[config.mk]
export PLATFORM = sky130hd
export DESIGN_NAME = chunked_slot_allocator
export DESIGN_NICKNAME = d
export VERILOG_FILES = /design/src/hw/rtl/sca_pkg.sv /design/src/hw/rtl/chunked_slot_allocator.sv /design/src/hw/rtl/sca_stack_mem.sv /design/src/hw/rtl/sca_mark_mem.sv /design/src/hw/rtl/sca_chunk_tbl.sv
export SDC_FILE = /design/constraint.sdc
export NUM_CORES = 2
export LEC_CHECK = 0
export BUFFER_PORTS_ARGS = -buffer_cell sky130_fd_sc_hd__buf_2
export CORE_MARGIN = 2
export CORE_UTILIZATION = 25
export CTS_CLUSTER_SIZE = 24
export DETAILED_ROUTE_END_ITERATION = 8
export GPL_ROUTABILITY_DRIVEN = 0
export HOLD_SLACK_MARGIN = 0.08
export PLACE_DENSITY_LB_ADDON = 0.1
export REMOVE_ABC_BUFFERS = 1
export SYNTH_ARGS = -nofsm -noshare
export SYNTH_HDL_FRONTEND = slang
export SYNTH_SLANG_ARGS = --single-unit
[constraint.sdc]
create_clock -name aclk -period 16.6 [get_ports aclk]
set_input_delay 0.83 -clock aclk [delete_from_list [all_inputs] [get_ports aclk]]
set_output_delay 0.83 -clock aclk [all_outputs]
set_load 0.1 [all_outputs]
[src/hw/rtl/sca_pkg.sv]
// sca_pkg: shared constants, codes and types for the chunked slot allocator.
// No dependencies; imported by every module of the block.
package sca_pkg;

    // default geometry
    localparam int DEF_SLOTS_PER_CHUNK = 64;
    localparam int DEF_MAX_CHUNKS      = 8;

    // configuration register
    localparam int             EPC_W      = 7;
    localparam logic [EPC_W-1:0] EPC_RESET = 7'd64;
    localparam int             APB_ADDR_W = 3;
    localparam int             APB_DATA_W = 32;
    localparam logic [0:0]     REG_EPC    = 1'b0;  // register index (paddr[2])

    // command codes
    localparam logic CMD_ALLOC = 1'b0;
    localparam logic CMD_FREE  = 1'b1;

    // result status codes
    localparam int              STATUS_W    = 2;
    localparam logic [STATUS_W-1:0] ST_OK       = 2'd0;
    localparam logic [STATUS_W-1:0] ST_FULL     = 2'd1;
    localparam logic [STATUS_W-1:0] ST_BAD_FREE = 2'd2;

    // update request into the chunk table
    typedef struct packed {
        logic pop;   // slot taken from the chunk
        logic push;  // slot returned to the chunk
        logic open;  // chunk is newly opened
    } tbl_op_t;

endpackage

[src/hw/rtl/chunked_slot_allocator.sv]
// chunked_slot_allocator: top level of the fixed-size slot pool allocator.
// Depends on sca_pkg, sca_stack_mem, sca_mark_mem, sca_chunk_tbl.
//
// Usage
//   Command channel (s_*): s_cmd = CMD_ALLOC takes a slot; s_cmd = CMD_FREE with
//   s_has_handle returns s_free_handle (chunk * SLOTS_PER_CHUNK + slot). A free
//   with s_has_handle low is a null free and only gets an OK response.
//   Response channel (m_*): exactly one transfer per command, in order, carrying
//   m_status and m_alloc_handle (zero unless an allocate succeeded).
//   APB port: one register, elements_per_chunk at byte address 0 (0 acts as 1,
//   values above SLOTS_PER_CHUNK act as SLOTS_PER_CHUNK). Write it only while idle.
// Timing
//   One command at a time. A command with memory work (allocate, free of a live
//   handle) goes from accept to response through look-up and RAM read, RAM
//   read-modify-write, response load, back to idle. Null free, pool full and
//   out-of-range free skip the RAM write. The bound is the single read-modify-write
//   pass through the stack and mark RAMs per command.
// Reset
//   Synchronous, active low. After reset chunk 0 is open with all slots free,
//   counts are zero and no RAM clearing pass is needed: unpushed stack entries
//   are recognized by a per-chunk high-water count, and mark rows read as zero
//   until first written.
// Backpressure
//   The response sits in an output register; while m_ready is low the next
//   command is still accepted and worked, and waits only to load its response.
module chunked_slot_allocator
    import sca_pkg::*;
#(
    parameter int SLOTS_PER_CHUNK = DEF_SLOTS_PER_CHUNK,
    parameter int MAX_CHUNKS      = DEF_MAX_CHUNKS,
    localparam int HANDLE_W = (MAX_CHUNKS * SLOTS_PER_CHUNK > 1) ?
                              $clog2(MAX_CHUNKS * SLOTS_PER_CHUNK) : 1
) (
    input  logic                  aclk,
    input  logic                  aresetn,
    // command channel
    input  logic                  s_valid,
    output logic                  s_ready,
    input  logic                  s_cmd,
    input  logic                  s_has_handle,
    input  logic [HANDLE_W-1:0]   s_free_handle,
    // response channel
    output logic                  m_valid,
    input  logic                  m_ready,
    output logic [STATUS_W-1:0]   m_status,
    output logic [HANDLE_W-1:0]   m_alloc_handle,
    // configuration
    input  logic                  psel,
    input  logic                  penable,
    input  logic                  pwrite,
    input  logic [APB_ADDR_W-1:0] paddr,
    input  logic [APB_DATA_W-1:0] pwdata,
    output logic [APB_DATA_W-1:0] prdata,
    output logic                  pready
);

    localparam int CH_W   = (MAX_CHUNKS > 1) ? $clog2(MAX_CHUNKS) : 1;
    localparam int CNT_W  = $clog2(SLOTS_PER_CHUNK + 1);
    localparam int OPEN_W = $clog2(MAX_CHUNKS + 1);
    localparam int SLOT_W = (SLOTS_PER_CHUNK > 1) ? $clog2(SLOTS_PER_CHUNK) : 1;
    localparam int POOL   = MAX_CHUNKS * SLOTS_PER_CHUNK;
    localparam int POOL_W = (POOL > 1) ? $clog2(POOL) : 1;

    // sequencer states
    localparam logic [1:0] S_IDLE = 2'd0;  // waiting for a command
    localparam logic [1:0] S_LOOK = 2'd1;  // pick chunk, issue RAM reads
    localparam logic [1:0] S_UPD  = 2'd2;  // modify and write back
    localparam logic [1:0] S_RESP = 2'd3;  // load response register

    logic [1:0] state_reg, state_next;

    // configuration
    logic [EPC_W-1:0] epc_reg;
    logic [CNT_W-1:0] limit;

    // command held for the duration of the operation
    logic                cmd_reg;
    logic                has_reg;
    logic [HANDLE_W-1:0] fh_reg;

    // operation context captured in S_LOOK
    logic [CH_W-1:0]     chunk_reg;
    logic [CNT_W-1:0]    count_reg;
    logic                fill_reg;      // stack entry was pushed, read it from RAM
    logic                open_flag_reg; // allocate opens a new chunk
    logic [SLOT_W-1:0]   slot_reg;
    logic [STATUS_W-1:0] res_status_reg;
    logic [HANDLE_W-1:0] res_handle_reg;

    // response register
    logic                m_valid_reg;
    logic [STATUS_W-1:0] m_status_reg;
    logic [HANDLE_W-1:0] m_alloc_handle_reg;
    logic                out_free;

    // chunk table
    tbl_op_t           tbl_op;
    logic [CNT_W-1:0]  q_count;
    logic              pick_found;
    logic [CH_W-1:0]   pick_chunk;
    logic [CNT_W-1:0]  pick_count;
    logic [CNT_W-1:0]  pick_hw;
    logic [OPEN_W-1:0] open_cnt;
    logic              can_open;

    // RAM ports
    logic                       sm_rd_en, sm_wr_en;
    logic [POOL_W-1:0]          sm_rd_addr, sm_wr_addr;
    logic [SLOT_W-1:0]          sm_rd_data, sm_wr_data;
    logic                       mk_rd_en, mk_wr_en;
    logic [CH_W-1:0]            mk_rd_row;
    logic [SLOTS_PER_CHUNK-1:0] mk_rd_data, mk_wr_data;

    // look-up stage
    logic [CH_W-1:0]     a_chunk;
    logic [CNT_W-1:0]    a_count;
    logic [CNT_W-1:0]    a_hw;
    logic [OPEN_W-1:0]   f_chunk;
    logic [SLOT_W-1:0]   f_slot;
    logic [CH_W-1:0]     look_chunk;
    logic [STATUS_W-1:0] look_status;
    logic                look_go_upd;

    // update stage
    logic [SLOT_W-1:0]   a_slot;
    logic                free_ok;
    logic [STATUS_W-1:0] upd_status;
    logic [HANDLE_W-1:0] upd_handle;

    //------------------------------------------------------------------
    // APB register
    //------------------------------------------------------------------
    assign pready = 1'b1;

    always_ff @(posedge aclk) begin
        if (!aresetn) begin
            epc_reg <= EPC_RESET;
        end else if (psel && penable && pwrite && pready &&
                     (paddr[APB_ADDR_W-1:2] == REG_EPC)) begin
            epc_reg <= pwdata[EPC_W-1:0];
        end
    end

    assign prdata = (paddr[APB_ADDR_W-1:2] == REG_EPC) ? APB_DATA_W'(epc_reg) : '0;

    // effective per-chunk limit, clamped to 1..SLOTS_PER_CHUNK
    always_comb begin
        if (epc_reg == '0) begin
            limit = CNT_W'(1);
        end else if (int'(epc_reg) > SLOTS_PER_CHUNK) begin
            limit = CNT_W'(SLOTS_PER_CHUNK);
        end else begin
            limit = CNT_W'(epc_reg);
        end
    end

    //------------------------------------------------------------------
    // Look-up: chunk choice for allocate, handle split for free
    //------------------------------------------------------------------
    assign a_chunk = pick_found ? pick_chunk : CH_W'(open_cnt);
    assign a_count = pick_found ? pick_count : '0;
    assign a_hw    = pick_found ? pick_hw    : '0;

    // handle -> chunk by parallel compares against chunk boundaries
    always_comb begin
        int f_base;
        f_chunk = '0;
        f_base  = 0;
        for (int k = 1; k <= MAX_CHUNKS; k++) begin
            if (int'(fh_reg) >= k * SLOTS_PER_CHUNK) begin
                f_chunk = OPEN_W'(k);
                f_base  = k * SLOTS_PER_CHUNK;
            end
        end
        f_slot = SLOT_W'(int'(fh_reg) - f_base);
    end

    always_comb begin
        look_chunk  = CH_W'(f_chunk);
        look_status = ST_OK;
        look_go_upd = 1'b0;
        sm_rd_en    = 1'b0;
        mk_rd_en    = 1'b0;
        if (state_reg == S_LOOK) begin
            if (cmd_reg == CMD_ALLOC) begin
                look_chunk = a_chunk;
                if (pick_found || can_open) begin
                    look_go_upd = 1'b1;
                    sm_rd_en    = 1'b1;
                    mk_rd_en    = 1'b1;
                end else begin
                    look_status = ST_FULL;
                end
            end else if (has_reg) begin
                if (f_chunk < open_cnt) begin
                    look_go_upd = 1'b1;
                    mk_rd_en    = 1'b1;
                end else begin
                    look_status = ST_BAD_FREE;
                end
            end
        end
    end

    assign sm_rd_addr = POOL_W'(int'(a_chunk) * SLOTS_PER_CHUNK + int'(a_count));
    assign mk_rd_row  = look_chunk;

    //------------------------------------------------------------------
    // Update: pop/push, mark write-back
    //------------------------------------------------------------------
    // a stack entry never pushed since reset still holds its own position
    assign a_slot  = fill_reg ? sm_rd_data : count_reg[SLOT_W-1:0];
    assign free_ok = mk_rd_data[slot_reg] && (q_count != '0);

    always_comb begin
        tbl_op     = '0;
        sm_wr_en   = 1'b0;
        mk_wr_en   = 1'b0;
        mk_wr_data = mk_rd_data;
        upd_status = ST_OK;
        upd_handle = '0;
        if (state_reg == S_UPD) begin
            if (cmd_reg == CMD_ALLOC) begin
                tbl_op.pop  = 1'b1;
                tbl_op.open = open_flag_reg;
                mk_wr_en    = 1'b1;
                mk_wr_data  = mk_rd_data | (SLOTS_PER_CHUNK'(1) << a_slot);
                upd_handle  = HANDLE_W'(int'(chunk_reg) * SLOTS_PER_CHUNK + int'(a_slot));
            end else if (free_ok) begin
                tbl_op.push = 1'b1;
                sm_wr_en    = 1'b1;
                mk_wr_en    = 1'b1;
                mk_wr_data  = mk_rd_data & ~(SLOTS_PER_CHUNK'(1) << slot_reg);
            end else begin
                upd_status = ST_BAD_FREE;
            end
        end
    end

    assign sm_wr_addr = POOL_W'(int'(chunk_reg) * SLOTS_PER_CHUNK + int'(q_count) - 1);
    assign sm_wr_data = slot_reg;

    //------------------------------------------------------------------
    // Sequencer
    //------------------------------------------------------------------
    assign out_free = !m_valid_reg || m_ready;
    assign s_ready  = (state_reg == S_IDLE);

    always_comb begin
        state_next = state_reg;
        unique case (state_reg)
            S_IDLE: begin
                if (s_valid) begin
                    state_next = S_LOOK;
                end
            end
            S_LOOK: begin
                state_next = look_go_upd ? S_UPD : S_RESP;
            end
            S_UPD: begin
                state_next = S_RESP;
            end
            S_RESP: begin
                if (out_free) begin
                    state_next = S_IDLE;
                end
            end
            default: begin
                state_next = S_IDLE;
            end
        endcase
    end

    always_ff @(posedge aclk) begin
        if (!aresetn) begin
            state_reg <= S_IDLE;
        end else begin
            state_reg <= state_next;
        end
    end

    // operation context (payload, no reset)
    always_ff @(posedge aclk) begin
        unique case (state_reg)
            S_IDLE: begin
                if (s_valid) begin
                    cmd_reg <= s_cmd;
                    has_reg <= s_has_handle;
                    fh_reg  <= s_free_handle;
                end
            end
            S_LOOK: begin
                chunk_reg      <= look_chunk;
                count_reg      <= a_count;
                fill_reg       <= a_count < a_hw;
                open_flag_reg  <= !pick_found;
                slot_reg       <= f_slot;
                res_status_reg <= look_status;
                res_handle_reg <= '0;
            end
            S_UPD: begin
                res_status_reg <= upd_status;
                res_handle_reg <= upd_handle;
            end
            default: begin
            end
        endcase
    end

    // response register: the transfer is held until m_ready
    always_ff @(posedge aclk) begin
        if (!aresetn) begin
            m_valid_reg <= 1'b0;
        end else if ((state_reg == S_RESP) && out_free) begin
            m_valid_reg <= 1'b1;
        end else if (m_ready) begin
            m_valid_reg <= 1'b0;
        end
    end

    always_ff @(posedge aclk) begin
        if ((state_reg == S_RESP) && out_free) begin
            m_status_reg       <= res_status_reg;
            m_alloc_handle_reg <= res_handle_reg;
        end
    end

    assign m_valid        = m_valid_reg;
    assign m_status       = m_status_reg;
    assign m_alloc_handle = m_alloc_handle_reg;

    //------------------------------------------------------------------
    // Storage
    //------------------------------------------------------------------
    sca_chunk_tbl #(
        .SLOTS_PER_CHUNK (SLOTS_PER_CHUNK),
        .MAX_CHUNKS      (MAX_CHUNKS)
    ) u_tbl (
        .aclk       (aclk),
        .aresetn    (aresetn),
        .limit      (limit),
        .upd_chunk  (chunk_reg),
        .upd_op     (tbl_op),
        .q_chunk    (chunk_reg),
        .q_count    (q_count),
        .pick_found (pick_found),
        .pick_chunk (pick_chunk),
        .pick_count (pick_count),
        .pick_hw    (pick_hw),
        .open_cnt   (open_cnt),
        .can_open   (can_open)
    );

    sca_stack_mem #(
        .DEPTH (POOL),
        .WIDTH (SLOT_W)
    ) u_stack (
        .aclk    (aclk),
        .rd_en   (sm_rd_en),
        .rd_addr (sm_rd_addr),
        .rd_data (sm_rd_data),
        .wr_en   (sm_wr_en),
        .wr_addr (sm_wr_addr),
        .wr_data (sm_wr_data)
    );

    sca_mark_mem #(
        .SLOTS_PER_CHUNK (SLOTS_PER_CHUNK),
        .MAX_CHUNKS      (MAX_CHUNKS)
    ) u_marks (
        .aclk    (aclk),
        .aresetn (aresetn),
        .rd_en   (mk_rd_en),
        .rd_row  (mk_rd_row),
        .rd_data (mk_rd_data),
        .wr_en   (mk_wr_en),
        .wr_row  (chunk_reg),
        .wr_data (mk_wr_data)
    );

endmodule

[src/hw/rtl/sca_stack_mem.sv]
// sca_stack_mem: free-stack storage, one synchronous RAM with registered read data.
// Depends on sca_pkg for default sizes.
module sca_stack_mem
    import sca_pkg::*;
#(
    parameter int DEPTH  = DEF_SLOTS_PER_CHUNK * DEF_MAX_CHUNKS,
    parameter int WIDTH  = $clog2(DEF_SLOTS_PER_CHUNK),
    localparam int ADDR_W = (DEPTH > 1) ? $clog2(DEPTH) : 1
) (
    input  logic              aclk,
    input  logic              rd_en,
    input  logic [ADDR_W-1:0] rd_addr,
    output logic [WIDTH-1:0]  rd_data,
    input  logic              wr_en,
    input  logic [ADDR_W-1:0] wr_addr,
    input  logic [WIDTH-1:0]  wr_data
);

    logic [WIDTH-1:0] mem [DEPTH];
    logic [WIDTH-1:0] rd_data_reg;

    always_ff @(posedge aclk) begin
        if (wr_en) begin
            mem[wr_addr] <= wr_data;
        end
        if (rd_en) begin
            rd_data_reg <= mem[rd_addr];
        end
    end

    assign rd_data = rd_data_reg;

endmodule

[src/hw/rtl/sca_mark_mem.sv]
// sca_mark_mem: allocated marks, one row of slot bits per chunk, in a synchronous RAM.
// A row reads as zero until first written (row valid flops). Depends on sca_pkg.
module sca_mark_mem
    import sca_pkg::*;
#(
    parameter int SLOTS_PER_CHUNK = DEF_SLOTS_PER_CHUNK,
    parameter int MAX_CHUNKS      = DEF_MAX_CHUNKS,
    localparam int CH_W = (MAX_CHUNKS > 1) ? $clog2(MAX_CHUNKS) : 1
) (
    input  logic                       aclk,
    input  logic                       aresetn,
    input  logic                       rd_en,
    input  logic [CH_W-1:0]            rd_row,
    output logic [SLOTS_PER_CHUNK-1:0] rd_data,
    input  logic                       wr_en,
    input  logic [CH_W-1:0]            wr_row,
    input  logic [SLOTS_PER_CHUNK-1:0] wr_data
);

    logic [SLOTS_PER_CHUNK-1:0] mem [MAX_CHUNKS];
    logic [SLOTS_PER_CHUNK-1:0] rd_data_reg;
    logic [MAX_CHUNKS-1:0]      row_vld_reg;
    logic                       rd_vld_reg;

    always_ff @(posedge aclk) begin
        if (wr_en) begin
            mem[wr_row] <= wr_data;
        end
        if (rd_en) begin
            rd_data_reg <= mem[rd_row];
        end
    end

    always_ff @(posedge aclk) begin
        if (!aresetn) begin
            row_vld_reg <= '0;
            rd_vld_reg  <= 1'b0;
        end else begin
            if (wr_en) begin
                row_vld_reg[wr_row] <= 1'b1;
            end
            if (rd_en) begin
                rd_vld_reg <= row_vld_reg[rd_row];
            end
        end
    end

    // unwritten rows hold garbage from power-up; present them as all free
    assign rd_data = rd_vld_reg ? rd_data_reg : '0;

endmodule

[src/hw/rtl/sca_chunk_tbl.sv]
// sca_chunk_tbl: per-chunk use counts, stack fill marks, open-chunk count, first-fit pick.
// Depends on sca_pkg (tbl_op_t).
module sca_chunk_tbl
    import sca_pkg::*;
#(
    parameter int SLOTS_PER_CHUNK = DEF_SLOTS_PER_CHUNK,
    parameter int MAX_CHUNKS      = DEF_MAX_CHUNKS,
    localparam int CH_W   = (MAX_CHUNKS > 1) ? $clog2(MAX_CHUNKS) : 1,
    localparam int CNT_W  = $clog2(SLOTS_PER_CHUNK + 1),
    localparam int OPEN_W = $clog2(MAX_CHUNKS + 1)
) (
    input  logic              aclk,
    input  logic              aresetn,
    input  logic [CNT_W-1:0]  limit,
    // update port
    input  logic [CH_W-1:0]   upd_chunk,
    input  tbl_op_t           upd_op,
    // lookup port
    input  logic [CH_W-1:0]   q_chunk,
    output logic [CNT_W-1:0]  q_count,
    // first-fit pick
    output logic              pick_found,
    output logic [CH_W-1:0]   pick_chunk,
    output logic [CNT_W-1:0]  pick_count,
    output logic [CNT_W-1:0]  pick_hw,
    output logic [OPEN_W-1:0] open_cnt,
    output logic              can_open
);

    logic [CNT_W-1:0]  cnt_reg [MAX_CHUNKS];
    // highest count ever reached: stack entries at or above it were never pushed
    logic [CNT_W-1:0]  hw_reg  [MAX_CHUNKS];
    logic [OPEN_W-1:0] open_reg;
    logic [CNT_W-1:0]  cnt_inc;

    always_comb begin
        pick_found = 1'b0;
        pick_chunk = '0;
        pick_count = '0;
        pick_hw    = '0;
        for (int i = MAX_CHUNKS - 1; i >= 0; i--) begin
            if ((OPEN_W'(i) < open_reg) && (cnt_reg[i] < limit)) begin
                pick_found = 1'b1;
                pick_chunk = CH_W'(i);
                pick_count = cnt_reg[i];
                pick_hw    = hw_reg[i];
            end
        end
    end

    assign q_count  = cnt_reg[q_chunk];
    assign open_cnt = open_reg;
    assign can_open = open_reg < OPEN_W'(MAX_CHUNKS);
    assign cnt_inc  = cnt_reg[upd_chunk] + 1'b1;

    always_ff @(posedge aclk) begin
        if (!aresetn) begin
            for (int i = 0; i < MAX_CHUNKS; i++) begin
                cnt_reg[i] <= '0;
                hw_reg[i]  <= '0;
            end
            open_reg <= OPEN_W'(1);
        end else begin
            if (upd_op.pop) begin
                cnt_reg[upd_chunk] <= cnt_inc;
                if (cnt_inc > hw_reg[upd_chunk]) begin
                    hw_reg[upd_chunk] <= cnt_inc;
                end
            end else if (upd_op.push) begin
                cnt_reg[upd_chunk] <= cnt_reg[upd_chunk] - 1'b1;
            end
            if (upd_op.open) begin
                open_reg <= open_reg + 1'b1;
            end
        end
    end

endmodule

# ---- After elaboration in Yosys (flattened, before gate mapping)
# Memories as Yosys holds them, arrays and structs flattened. A register that Yosys moved wholly into a read port is not among the register bits.
# Index checks and enable logic that the tools add are counted.
dict set report op_classes {
  add_sub_neg 8
  multipliers 0
  n_div 0
  order_cmp 32
  eq_ne 5
  shift 2
  n_mux 119
  n_bitwise 6
  n_reduce_logical 27
}
# cell n
set ops {}
lappend ops {{$mux W64} 4}
lappend ops {{$mux W7} 24}
lappend ops {{$shl A1 B6 Y64 const A} 2}
lappend ops {{$and A64 B64 Y64} 1}
lappend ops {{$not A64 Y64} 1}
lappend ops {{$or A64 B64 Y64} 1}
lappend ops {{$lt A7 B7 Y1} 9}
lappend ops {{$mux W1} 48}
lappend ops {{$mux W3} 16}
lappend ops {{$mux W6} 7}
lappend ops {{$ge A9 B9 Y1 const B} 4}
lappend ops {{$mux W4} 6}
lappend ops {{$add A9 B7 Y9} 2}
lappend ops {{$ge A9 B8 Y1 const B} 2}
lappend ops {{$pmux W9 S2} 1}
lappend ops {{$lt A3 B4 Y1 const A} 4}
lappend ops {{$logic_and A1 B1 Y1} 14}
lappend ops {{$mux W2} 7}
lappend ops {{$reduce_or A7 Y1} 2}
lappend ops {{$add A9 B6 Y9} 1}
lappend ops {{$ge A9 B7 Y1 const B} 1}
lappend ops {{$mux W9} 1}
lappend ops {{$sub A9 B1 Y9 const B} 1}
lappend ops {{$lt A1 B4 Y1 const A} 2}
lappend ops {{30 further kinds} 38}
dict set report word_totals {
  reg_bits 73
  latchBits 0
  ramBits 3696
  mem_bits_ro 0
  input_bits 53
  word_cells 221
  memories 4
}
# name words word_bits rd rd_ports_with_merged_regs write_ports line
set memory_table {}
lappend memory_table {u_stack.mem 512 6 1 1 1 sca_stack_mem.sv:19} ;# logic [WIDTH-1:0] mem [DEPTH];
lappend memory_table {u_marks.mem 8 64 1 1 1 sca_mark_mem.sv:20} ;# logic [SLOTS_PER_CHUNK-1:0] mem [MAX_CHUNKS];
lappend memory_table {u_tbl.cnt_reg 8 7 9 1 8 sca_chunk_tbl.sv:30} ;# logic [CNT_W-1:0] cnt_reg [MAX_CHUNKS];
lappend memory_table {u_tbl.hw_reg 8 7 9 1 8 sca_chunk_tbl.sv:32} ;# logic [CNT_W-1:0] hw_reg [MAX_CHUNKS];

# ---- Longest topological paths before layout
dict set report logic_depth {
  depth_word 19
  depth_mapped 26
  mapped_depth_nobuf 25
}

# ---- By module
# From an unflattened synthesis, not the netlist that was laid out.
dict set report unflattened {
  hier_cells 8528
  area_unflattened_um2 158004.0
}
# mod instances cells_each area_per_inst_um2 seq_area_each_um2
set by_module_without_submodules {}
lappend by_module_without_submodules {sca_stack_mem 1 6231 122517.5 92428.6}
lappend by_module_without_submodules {sca_mark_mem 1 913 21926.0 17476.8}
lappend by_module_without_submodules {sca_chunk_tbl 1 817 8389.3 3443.3}
lappend by_module_without_submodules {chunked_slot_allocator 1 567 5171.2 1701.6}

# ---- Worst setup path after synthesis
# Ideal clock, no wire load.
dict set report synth_timing {
  path_kind {reg-to-reg}
  from {reg slot_reg[0]}
  to {mem u_tbl.cnt_reg[0][0] (netlist name), enable pin}
  setup_ns 0.329
  t_arrival_ns 11.886
  required_time_ns 16.271
  setup_slack_ns 4.384
  stages_incl_launch_ff 11
  n_path_buf 3
  synth_period_minus_slack_ns 12.216
  cell_sequence {edfxtp_1 -> clkbuf_1 -> buf_1 -> mux4_2 -> mux4_2 -> mux4_2 -> and4_1 -> nor2_1 -> clkbuf_1 -> nor2b_1 -> nand2b_1}
}
# element line
set synth_rtl {}
lappend synth_rtl {{start: declaration} chunked_slot_allocator.sv:86} ;# logic [SLOT_W-1:0] slot_reg;
lappend synth_rtl {{start signal: assignment} chunked_slot_allocator.sv:297} ;# slot_reg <= f_slot;
lappend synth_rtl {{end: declaration} sca_chunk_tbl.sv:30}

# ---- Worst setup path after layout
dict set report layout_timing {
  from {reg epc_reg[6]}
  to {reg u_stack.rd_data_reg[3], in the netlist u_stack.rd_data[3], read port of u_stack.mem, data pin}
}
dict set report layout_between {
  elab_chain_len 17
  elab_cells_between_ends 51
  classes_between {1 x add/sub; 9 x order compare; 31 x mux; 10 x reduce/logical}
}
# element line
set layout_rtl {}
lappend layout_rtl {{start: declaration} chunked_slot_allocator.sv:73} ;# logic [EPC_W-1:0] epc_reg;
lappend layout_rtl {{start signal: assignment} chunked_slot_allocator.sv:140} ;# epc_reg <= pwdata[EPC_W-1:0];
lappend layout_rtl {{$gt A7 B7 Y1} chunked_slot_allocator.sv:150} ;# end else if (int'(epc_reg) > SLOTS_PER_CHUNK) begin
lappend layout_rtl {{$mux W7} chunked_slot_allocator.sv:150}
lappend layout_rtl {{$mux W7 (*)} chunked_slot_allocator.sv:148} ;# if (epc_reg == '0) begin
lappend layout_rtl {{parallel branches: the longest is 14 deep, another holds $add A9 B7 Y9} n/a}
lappend layout_rtl {{end: declaration} sca_stack_mem.sv:20} ;# logic [WIDTH-1:0] rd_data_reg;
# Mark *: on every way between the ends.
# A chain may end at the register's enable or synchronous reset.

==> impl_metrics.env <==
export IMPL_status="finished with violations"
export IMPL_vias=99470
export IMPL_clock_root_buffer="clkbuf_16"
export IMPL_total_power_mw=29.80
export IMPL_dp_cells=19390
export IMPL_nFillCells=63160
export IMPL_setup_viol=0
export IMPL_ys_flop_type="edfxtp_1"
export IMPL_fin_skew_ps=118.8
export IMPL_cts_tree="built"
export IMPL_routed_wl_mm=578.4
export IMPL_dp_hpwl_mm=340.3
export IMPL_peakVddDrop_mv=0.2660
export IMPL_fin_area_um2=181700
export IMPL_hold_violations=0
export IMPL_die_area_um2=636700
export IMPL_io_pins=99
export IMPL_syn_area_um2=157600
export IMPL_start_util=0.2509
export IMPL_numPortBuffers=45
export IMPL_overflow=0
export IMPL_slew_violations=2
export IMPL_violations="capacitance limit, slew limit"
export IMPL_clockBufferDepth=4
export IMPL_synth_edf_count=3816
export IMPL_ys_ff_latch=3842
export IMPL_clkLatencyLatePin_ps=1050
export IMPL_final_util=0.2892
export IMPL_largest_reg_flops=3072
export IMPL_ant_nets=0
export IMPL_critPathLaunchType="register"
export IMPL_fin_hold_ws_ps=283.9
export IMPL_nNetsFinal=11660
export IMPL_syn_area_per_cell_um2=13.67
export IMPL_htreeDepth=5
export IMPL_instances_no_fill=20220
export IMPL_ys_seq_area_frac=0.7304
export IMPL_critical_path_class="register to register"
export IMPL_grt_start_max_net_pins=158
export IMPL_drc=0
export IMPL_rsz0062_at_grt="false"
export IMPL_fmax_mhz=100.6
export IMPL_leakagePower_nw=59.66
export IMPL_ys_async_sr_fraction=0
export IMPL_setup_ws_ps=6657
export IMPL_reg2reg_depth=20
export IMPL_synth_warnings=0
export IMPL_grt_pass1_vias=99740
export IMPL_worstHoldPathCells=5
export IMPL_period_needed_ps=9943
export IMPL_dpl_cell_area_um2=167700
export IMPL_post_route_cells_drive_above_1_share=0.1007
export IMPL_die_y_um=798.0
export IMPL_dr_pass1_iters=6
export IMPL_required_ps=17490
export IMPL_antenna_found_initial=44
export IMPL_grtUsageTotal=0.1758
export IMPL_numCtsBuffers=444
export IMPL_drt_iter0_drc=9127
export IMPL_tightest_slew_ps=1536
export IMPL_crit_arrival_ps=10830
export IMPL_dp_slack_ps=6554
export IMPL_power_density_nw_per_um2=164.0
export IMPL_post_cts_buffers=0
export IMPL_clk_pin_slew_ps=60
export IMPL_rows=291
export IMPL_min_path_type="input port to register"
export IMPL_crit_path_max_fanout=128
export IMPL_drv_cap=1
export IMPL_max_slew_margin=-0.03355
export IMPL_cts_hold_buf=19
export IMPL_synth_cells=11530
export IMPL_cts_sink_count=3842
export IMPL_routed_via_density=4.919
export IMPL_yosysUniqueCellTypes=87
export IMPL_fin_crit_sh=0.5989
export IMPL_setup_tns_ps=0
export IMPL_end_kind="register"
export IMPL_wl_per_cell_um=28.60
export IMPL_grt_first_pass_wirelength_mm=802.2
export IMPL_die_w_um=798.0
export IMPL_cts_resized=0
export IMPL_synthToLayoutAreaGrowth_pct=15.28
export IMPL_core_area_um2=628100
==> placed cells by master, fill, tap and decap left out, types with 179 or more instances in the layout <==
cell type | Yosys | routed
nand2_1 | 2603 | 2582
buf_4 | 52 | 247
and3_1 | 333 | 332
clkbuf_16 | 0 | 447
a21oi_1 | 408 | 405
a31oi_1 | 235 | 235
nor2_1 | 768 | 748
edfxtp_1 | 3816 | 3816
mux4_2 | 179 | 179
nand3_1 | 715 | 711
==> worst paths after layout <==
| path | endpoint | slack, ps | from |
|---|---|---|---|
| setup reg to reg | u_stack.rd_data[3]$_DFFE_PP_ | 6660 | epc_reg[6]$_SDFFE_PN1P_ |
| hold reg to reg | m_alloc_handle[5]$_DFFE_PP_ | 420 | res_handle_reg[5]$_SDFFCE_PN0P_ |
| hold / removal | state_reg[1]$_SDFFE_PN0P_ | 280 | s_valid |
| setup / recovery | u_stack.rd_data[3]$_DFFE_PP_ | 6660 | epc_reg[6]$_SDFFE_PN1P_ |
==> cells in the mapped netlist (all sizes together) (47+ instances only) <==
cell,instances,area [um2]
a311oi,149,1305
o31ai,47,352.8
a2111oi,82,728.2
ha,99,1239
a22oi,47,352.8
o21ai,73,365.3
a32oi,63,551.8
nand2,2604,9782
and3,333,2083
nor2,769,2889
nand3,715,3578
mux2i,178,1782
nor4,52,340.3
mux4,179,4031
clkbuf,448,1682
a211oi,89,678.2
buf,391,2004
nor3,114,570.6
nand4,49,306.5
o22ai,106,663.1
a31oi,235,1470
edfxtp,3816,114600
a221oi,150,1320
a21oi,408,2042
==> power by group <==
group	total (mW)	internal, mW	switching (mW)
registers	11.7	11.6	0.107
clock network	9.38	5.31	4.07
logic	8.71	1.92	6.79
total	29.8	18.8	11.0
==> routing by layer <==
metal	wire length [um]	global-route usage	vias up
met3	26850	0.01945	778
met5	26	0	-
met1	264200	0.2475	52310
met2	268500	0.2851	2798
li1	-	-	43580
met4	18860	0.05319	4
==> worst max-delay path, cell delays in order (launching register included) <==
cell       delay (ps)
dfxtp_1           400
clkinv_1          530
nand2_1           640
ha_1              350
a211oi_1          230
nor3_1            110
a211oi_1          730
a22oi_1           320
a311o_2           430
buf_12            270
nand2_8           470
buf_12            440
buf_4             650
buf_12            480
a2111oi_0         250
a311oi_1          320
a31oi_1           100
a221oi_1         1100
o2111ai_1         640
or4_1             690
nand4_1           150
==> cell type report <==
class / instances / area, um2 / share of cell area
Sequential cell: 3842 / 115100 / 0.6336
Multi-Input combinational cell: 6825 / 39290 / 0.2163
Clock buffer: 563 / 11620 / 0.06397
Tap cell: 8350 / 10450 / 0.05751
Timing Repair Buffer: 341 / 2870 / 0.01580
Clock inverter: 243 / 2092 / 0.01152
Inverter: 48 / 211.5 / 0.001164
Antenna cell: 8 / 20.02 / 0.0001102
==> logic make-up (layout without fill, tap and decap cells) <==
group | Yosys count | in the layout | synth area share
fa+ha+maj | 100 | 100 | 0.007987
other cells | 2 | 34 | 0.00004765
buf+inv | 887 | 1195 | 0.02453
xor+xnor | 26 | 26 | 0.001445
simple gates | 4721 | 4721 | 0.1278
mux | 364 | 364 | 0.03739
compound gates | 1588 | 1588 | 0.07035
flops | 3842 | 3842 | 0.7304
Power figures use the tool's default switching activity.
